**config.mk**
```make
export PLATFORM = sky130hd
export DESIGN_NAME = vfct_plane_gen
export DESIGN_NICKNAME = d
export VERILOG_FILES = /design/src/rtl/vfct_pkg.sv /design/src/rtl/vfct_plane_gen.sv
export SDC_FILE = /design/constraint.sdc
export NUM_CORES = 2
export LEC_CHECK = 0
export ABC_AREA = 1
export BUFFER_PORTS_ARGS = -buffer_cell sky130_fd_sc_hd__buf_2
export CAP_MARGIN = 20
export CORE_ASPECT_RATIO = 1.75
export CORE_MARGIN = 3
export CORE_UTILIZATION = 40
export CTS_CLUSTER_DIAMETER = 40
export CTS_CLUSTER_SIZE = 10
export DETAILED_ROUTE_END_ITERATION = 12
export PLACE_DENSITY = 0.67
export SYNTH_ARGS = -nofsm -noshare
export SYNTH_HDL_FRONTEND = slang
export SYNTH_SLANG_ARGS = --single-unit
```
**constraint.sdc**
```tcl
create_clock -name clk -period 15.9 [get_ports clk]
set_input_delay 2.385 -clock clk [delete_from_list [all_inputs] [get_ports clk]]
set_output_delay 2.385 -clock clk [all_outputs]
set_load 0.05 [all_outputs]
```
**src/rtl/vfct_pkg.sv**
```systemverilog
// Shared types and constants of the view frustum culling tester.
package vfct_pkg;

  // query commands
  localparam logic [2:0] CMD_POINT_IN  = 3'd0;
  localparam logic [2:0] CMD_SPHERE_X  = 3'd1;
  localparam logic [2:0] CMD_BOX_X     = 3'd2;
  localparam logic [2:0] CMD_SPHERE_IN = 3'd3;
  localparam logic [2:0] CMD_BOX_IN    = 3'd4;

  // configuration register indexes
  localparam logic [2:0] CFG_ROW0 = 3'd0;
  localparam logic [2:0] CFG_ROW1 = 3'd1;
  localparam logic [2:0] CFG_ROW2 = 3'd2;
  localparam logic [2:0] CFG_ROW3 = 3'd3;
  localparam logic [2:0] CFG_DTOL = 3'd4;

  localparam int NUM_PLANES = 6;
  localparam int NUM_COEFS  = 24;

  // one plane coefficient write from the plane generator
  typedef struct packed {
    logic               we;
    logic [4:0]         idx;
    logic signed [31:0] data;
  } coef_wr_t;

endpackage

```
**src/rtl/vfct_plane_gen.sv**
```systemverilog
// Plane extraction and normalization sequencer (isqrt and divider, bit serial).
module vfct_plane_gen #(
  parameter int COORD_FRAC_BITS = 16
) (
  input  logic                  clk,
  input  logic                  rst_n,
  input  logic                  start,
  input  logic [3:0][63:0]      rows,
  output logic                  busy,
  output vfct_pkg::coef_wr_t    wr
);
  import vfct_pkg::*;

  localparam int DW = (COORD_FRAC_BITS + 31 > 45) ? COORD_FRAC_BITS + 31 : 45;
  localparam int CW = $clog2(DW + 1);

  typedef enum logic [5:0] {
    ST_IDLE  = 6'b000001,
    ST_LOAD  = 6'b000010,
    ST_ROOT  = 6'b000100,
    ST_COMP  = 6'b001000,
    ST_DIV   = 6'b010000,
    ST_WRITE = 6'b100000
  } state_t;

  state_t state_r, state_nxt;
  logic [2:0] plane_r, plane_nxt;
  logic [1:0] comp_r, comp_nxt;
  logic [CW-1:0] cnt_r, cnt_nxt;

  logic signed [16:0] raw_r [4];
  logic signed [16:0] raw_nxt [4];
  logic        zero_r, zero_nxt;
  logic        neg_r, neg_nxt;
  logic [63:0] op_r, op_nxt, res_r, res_nxt, one_r, one_nxt;
  logic [30:0] root_r, root_nxt;
  logic [31:0] rem_r, rem_nxt;
  logic [DW-1:0] quo_r, quo_nxt;

  // datapath temporaries
  logic signed [16:0] ent3, ents;
  logic signed [33:0] sq [3];
  logic [35:0] ssum;
  logic [63:0] rt;
  logic [16:0] mag;
  logic [DW-1:0] num;
  logic [31:0] rem_t;
  logic [DW-1:0] lim;
  logic [31:0] lim_val, qval;
  logic signed [39:0] ez;
  logic [31:0] wval;

  always_comb begin
    state_nxt = state_r;
    plane_nxt = plane_r;
    comp_nxt  = comp_r;
    cnt_nxt   = cnt_r;
    raw_nxt   = raw_r;
    zero_nxt  = zero_r;
    neg_nxt   = neg_r;
    op_nxt    = op_r;
    res_nxt   = res_r;
    one_nxt   = one_r;
    root_nxt  = root_r;
    rem_nxt   = rem_r;
    quo_nxt   = quo_r;
    ssum      = '0;
    rt        = res_r + one_r;
    mag       = '0;
    num       = '0;
    rem_t     = {rem_r[30:0], quo_r[DW-1]};
    ent3      = '0;
    ents      = '0;
    for (int k = 0; k < 3; k++) sq[k] = '0;

    // saturation of the result word
    lim     = neg_r ? ((comp_r == 2'd3) ? DW'(64'h8000_0000) : DW'(64'h8000))
                    : ((comp_r == 2'd3) ? DW'(64'h7FFF_FFFF) : DW'(64'h7FFF));
    lim_val = neg_r ? ((comp_r == 2'd3) ? 32'h8000_0000 : 32'hFFFF_8000)
                    : ((comp_r == 2'd3) ? 32'h7FFF_FFFF : 32'h0000_7FFF);
    qval    = neg_r ? 32'd0 - quo_r[31:0] : quo_r[31:0];
    ez      = 40'(raw_r[3]) <<< (COORD_FRAC_BITS - 8);
    if (zero_r) begin
      if (comp_r != 2'd3) wval = '0;
      else if (ez > 40'sh00_7FFF_FFFF) wval = 32'h7FFF_FFFF;
      else if (ez < 40'shFF_8000_0000) wval = 32'h8000_0000;
      else wval = ez[31:0];
    end else begin
      wval = (quo_r > lim) ? lim_val : qval;
    end

    unique case (state_r)
      ST_IDLE: ;
      ST_LOAD: begin
        for (int k = 0; k < 4; k++) begin
          ent3 = $signed(rows[3][16*k +: 16]);
          ents = $signed(rows[plane_r[2:1]][16*k +: 16]);
          raw_nxt[k] = plane_r[0] ? ent3 - ents : ent3 + ents;
        end
        for (int k = 0; k < 3; k++) begin
          sq[k] = 34'(raw_nxt[k]) * 34'(raw_nxt[k]);
          ssum  = ssum + 36'(sq[k][33:0]);
        end
        op_nxt   = 64'(ssum) << 28;
        res_nxt  = '0;
        one_nxt  = 64'd1 << 60;
        zero_nxt = (ssum == '0);
        comp_nxt = '0;
        state_nxt = (ssum == '0) ? ST_COMP : ST_ROOT;
      end
      ST_ROOT: begin
        if (op_r >= rt) begin
          op_nxt  = op_r - rt;
          res_nxt = (res_r >> 1) + one_r;
        end else begin
          res_nxt = res_r >> 1;
        end
        one_nxt = one_r >> 2;
        if (one_r[0]) begin
          root_nxt  = res_nxt[30:0];
          state_nxt = ST_COMP;
        end
      end
      ST_COMP: begin
        mag = raw_r[comp_r][16] ? 17'd0 - raw_r[comp_r] : raw_r[comp_r];
        if (comp_r == 2'd3) num = DW'(mag) << (COORD_FRAC_BITS + 14);
        else num = DW'(mag) << 28;
        quo_nxt = num + DW'(root_r >> 1);
        neg_nxt = raw_r[comp_r][16];
        rem_nxt = '0;
        cnt_nxt = CW'(DW);
        state_nxt = zero_r ? ST_WRITE : ST_DIV;
      end
      ST_DIV: begin
        if (rem_t >= {1'b0, root_r}) begin
          rem_nxt = rem_t - {1'b0, root_r};
          quo_nxt = {quo_r[DW-2:0], 1'b1};
        end else begin
          rem_nxt = rem_t;
          quo_nxt = {quo_r[DW-2:0], 1'b0};
        end
        cnt_nxt = cnt_r - 1'b1;
        if (cnt_r == CW'(1)) state_nxt = ST_WRITE;
      end
      ST_WRITE: begin
        comp_nxt = comp_r + 1'b1;
        if (comp_r == 2'd3) begin
          plane_nxt = plane_r + 1'b1;
          state_nxt = (plane_r == 3'(NUM_PLANES - 1)) ? ST_IDLE : ST_LOAD;
        end else begin
          state_nxt = ST_COMP;
        end
      end
      default: state_nxt = ST_IDLE;
    endcase

    if (start) begin
      state_nxt = ST_LOAD;
      plane_nxt = '0;
    end
  end

  always_ff @(posedge clk) begin
    if (!rst_n) begin
      state_r <= ST_LOAD;
      plane_r <= '0;
      comp_r  <= '0;
    end else begin
      state_r <= state_nxt;
      plane_r <= plane_nxt;
      comp_r  <= comp_nxt;
    end
  end

  always_ff @(posedge clk) begin
    cnt_r  <= cnt_nxt;
    raw_r  <= raw_nxt;
    zero_r <= zero_nxt;
    neg_r  <= neg_nxt;
    op_r   <= op_nxt;
    res_r  <= res_nxt;
    one_r  <= one_nxt;
    root_r <= root_nxt;
    rem_r  <= rem_nxt;
    quo_r  <= quo_nxt;
  end

  assign busy     = (state_r != ST_IDLE);
  assign wr.we    = (state_r == ST_WRITE);
  assign wr.idx   = {plane_r, comp_r};
  assign wr.data  = wval;

endmodule

```
==> results.toml <==
[route]
vias_per_cell = 5.36
drtAntennaViolNets = 0
wl_per_cell_um = 22.1
first_pass_iters = 8
drt_iter0_markers = 3977
vias = 59800
route.detailed.drc = 0
finalWirelength_um = 246000

[floorplanning]
ios = 298
die_area_mm2 = 0.172
fp.dieH_um = 546
core_area_mm2 = 0.165
initial_utilization = 0.404
rows = 197
dieWidth_um = 314

[clock_network]
clock_path_buffers = 3
htreeDepth = 3
postCtsSetupBuffers = 0
clkSinkCount = 355
cts_root_buffer = "clkbuf_16"
clk_latency_ns = 0.67
hold_buffers = 0
cts.clk_slew.worst_paths_ns = 0.05
cts_tree = "yes"
cts_buffers = 69
post_cts_resized = 0

[yosys]
synth_largest_area_cell = "fa_1"
synth_most_common_cell = "nand2_1"
synth_area_mm2 = 0.0666
synth_common_cells = "nand2_1 (1,665), inv_1 (1,622), nor2_1 (1,002)"
ys_seq_elements = 355
syn_avg_cell_area_um2 = 7.69
synthCells = 8650
synth.top_cell.area_share = 0.259
ys_seq_area_frac = 0.159
synth_edf_count = 344
async_flop_share = 0
synth_ff_type = "edfxtp_1"
synth_cell_types = 72
synth_nets = 10300
synthTopCellsByArea = "fa_1 (26%), edfxtp_1 (16%), ha_1 (10%)"
ys_warn_count = 0

[final_layout]
drive_gt1_frac = 0.0703
nFillCells = 16700
area_growth_pct = 9.23
final_nets = 10600
final_area_mm2 = 0.0727

[critical_path]
r2r_setup_slack_ns = 2.27
path_buf_inv = 7
critPathTopFamily = "adder cells"
critPathSlowestCell = "xnor2_1"
cp-startpoint = "rows[64]"
crit_required_ns = 16.43
timing_worst_setup_path_type = "input port to flip-flop"
end_kind = "flip-flop"
cp.arrival_ns = 14.30
worstReg2RegEnd = "state_r[2]$_SDFFE_PP0P_"
r2r-start = "plane_r[1]$_SDFFE_PP0P_"
crit_top_cell = "nand2_1"
cpPeakStageDelay_ns = 0.97
crit_path_start_kind = "input port"
rr_worst_depth = 56
cp_max_fo = 7

[timing]
finalSetupTns_ns = 0
maxSlewViolCount = 0
period_share = 0.866
relSlewSlack = 0.189
period_minus_slack_ns = 13.77
max_freq_mhz = 72.6
setup_viol = 0
rsz0062_at_grt = "false"
fin_skew_ns = 0.0350
tightestPinTransition_ns = 1.21
finalHoldViolCount = 0

[job]
maxCapViolCount = 0

[status]
outcome = "completed"

[placed_design]
post_dp_cell_area_mm2 = 0.0703
portBuffers = 297
gp_congestion = 1.00
dp_hpwl_um = 209000

[grt]
grt_pass1_vias = 63200
gr-usage-met1 = 0.268
top_usage_layer = "met2"
grt_max_degree = 111
grt_pass1_wl_um = 365000
grtUsageMet3 = 0.0418
grt_use_met2 = 0.517
grt_overflow_total = 0
grt_util_all_layers = 0.282
antenna_found_initial = 10

[hold_path]
whs_endpoint = "quo_r[39]$_DFFE_PP_"
whs_path_depth = 2
min-delay-start = "quo_r[38]$_DFFE_PP_"
hold_path_class = "flip-flop to flip-flop"
-- how the worst max path moves through the flow --
| stage | slack [ns] | cells past startpoint | end |
|---|---|---|---|
| 6_report | 2.13 | 55 | state_r[2]$_SDFFE_PP0P_ |
| 5_1_grt | 1.41 | 56 | state_r[2]$_SDFFE_PP0P_ |
| 4_1_cts | 2.30 | 54 | state_r[2]$_SDFFE_PP0P_ |
| 3_5_place_dp | 1.61 | 55 | state_r[2]$_SDFFE_PP0P_ |
| 3_3_place_gp | 1.53 | 55 | state_r[2]$_SDFFE_PP0P_ |
| 2_1_floorplan | 3.69 | 54 | state_r[3]$_SDFFE_PP0P_ |
-- registers in the layout, summed over array words and instances, names as in the netlist, 17 cells and up --
| signal | flops |
|---|---|
| ez | 17 |
| one_r | 31 |
| op_r | 64 |
| quo_r | 47 |
| raw_r | 51 |
| rem_r | 31 |
| res_r | 64 |
| root_r | 31 |
-- layout make-up --
class	instances	area [um2]	share of cell area
Antenna cell	12	30.0	0.000413
Clock buffer	77	1780	0.0244
Multi-Input combinational cell	6462	48800	0.672
Sequential cell	355	10600	0.145
Clock inverter	44	574	0.00790
Timing Repair Buffer	363	1990	0.0274
Inverter	1647	6190	0.0852
Tap cell	2189	2740	0.0377
-- worst min-delay path: stages (launching register included) --
cell,delay [ns]
edfxtp_1,0.34
nand2_1,0.06
nand2_1,0.05
-- cells by family (layout without fill, tap and decap cells) --
kind of cell	Yosys count	in the layout	synth area share
buffers and inverters	1833	2131	0.108
multiplexers	2	2	0.000301
AND/OR/NAND/NOR	3257	3257	0.200
AO/OA/AOI/OAI	1391	1391	0.118
other	0	12	0
adder cells (fa/ha/maj)	1397	1397	0.360
flip-flops	355	355	0.159
XOR/XNOR	415	415	0.0551
-- per-stage QoR --
stage	setup WS (ns)	cells	util	hold WS (ns)
2_1_floorplan	3.69	8650	-	0.520
3_3_place_gp	1.53	11000	0.426	0.544
3_5_place_dp	1.61	11000	0.426	0.545
4_1_cts	2.30	11100	0.441	0.556
5_1_grt	1.41	11100	0.441	0.591
6_report	2.13	11100	0.441	0.554
-- cells in the final DEF (no fill, tap or decap), types with 24 or more instances in the layout --
cell type | netlist | layout
a32o_1 | 24 | 24
buf_4 | 16 | 65
fa_1 | 861 | 861
edfxtp_1 | 344 | 344
xnor2_1 | 182 | 182
xor2_1 | 230 | 230
inv_1 | 1622 | 1621
nor2_2 | 26 | 27
nor4_1 | 26 | 24
clkbuf_16 | 0 | 69
o21ai_1 | 38 | 38
a31oi_1 | 52 | 52
o21ai_0 | 516 | 516
ha_1 | 536 | 536
o21bai_1 | 27 | 27
nor2_1 | 1002 | 1001
nand4_1 | 50 | 50
nand3_1 | 313 | 312
buf_2 | 46 | 297
a21o_1 | 36 | 36
o21a_1 | 26 | 26
nand2_1 | 1665 | 1662
or2_2 | 30 | 30
nor3_1 | 69 | 69
a21oi_1 | 532 | 532
-- layer usage --
metal | vias to the layer above | part of all wire
li1 | 28000 | -
met1 | 28900 | 0.32
met2 | 2099 | 0.52
met3 | 785 | 0.052
met4 | 2 | 0.11
met5 | - | 0.000053
Power is not shown: default switching activity piles up to over one toggle a cycle in this logic, so the estimate is an artifact.
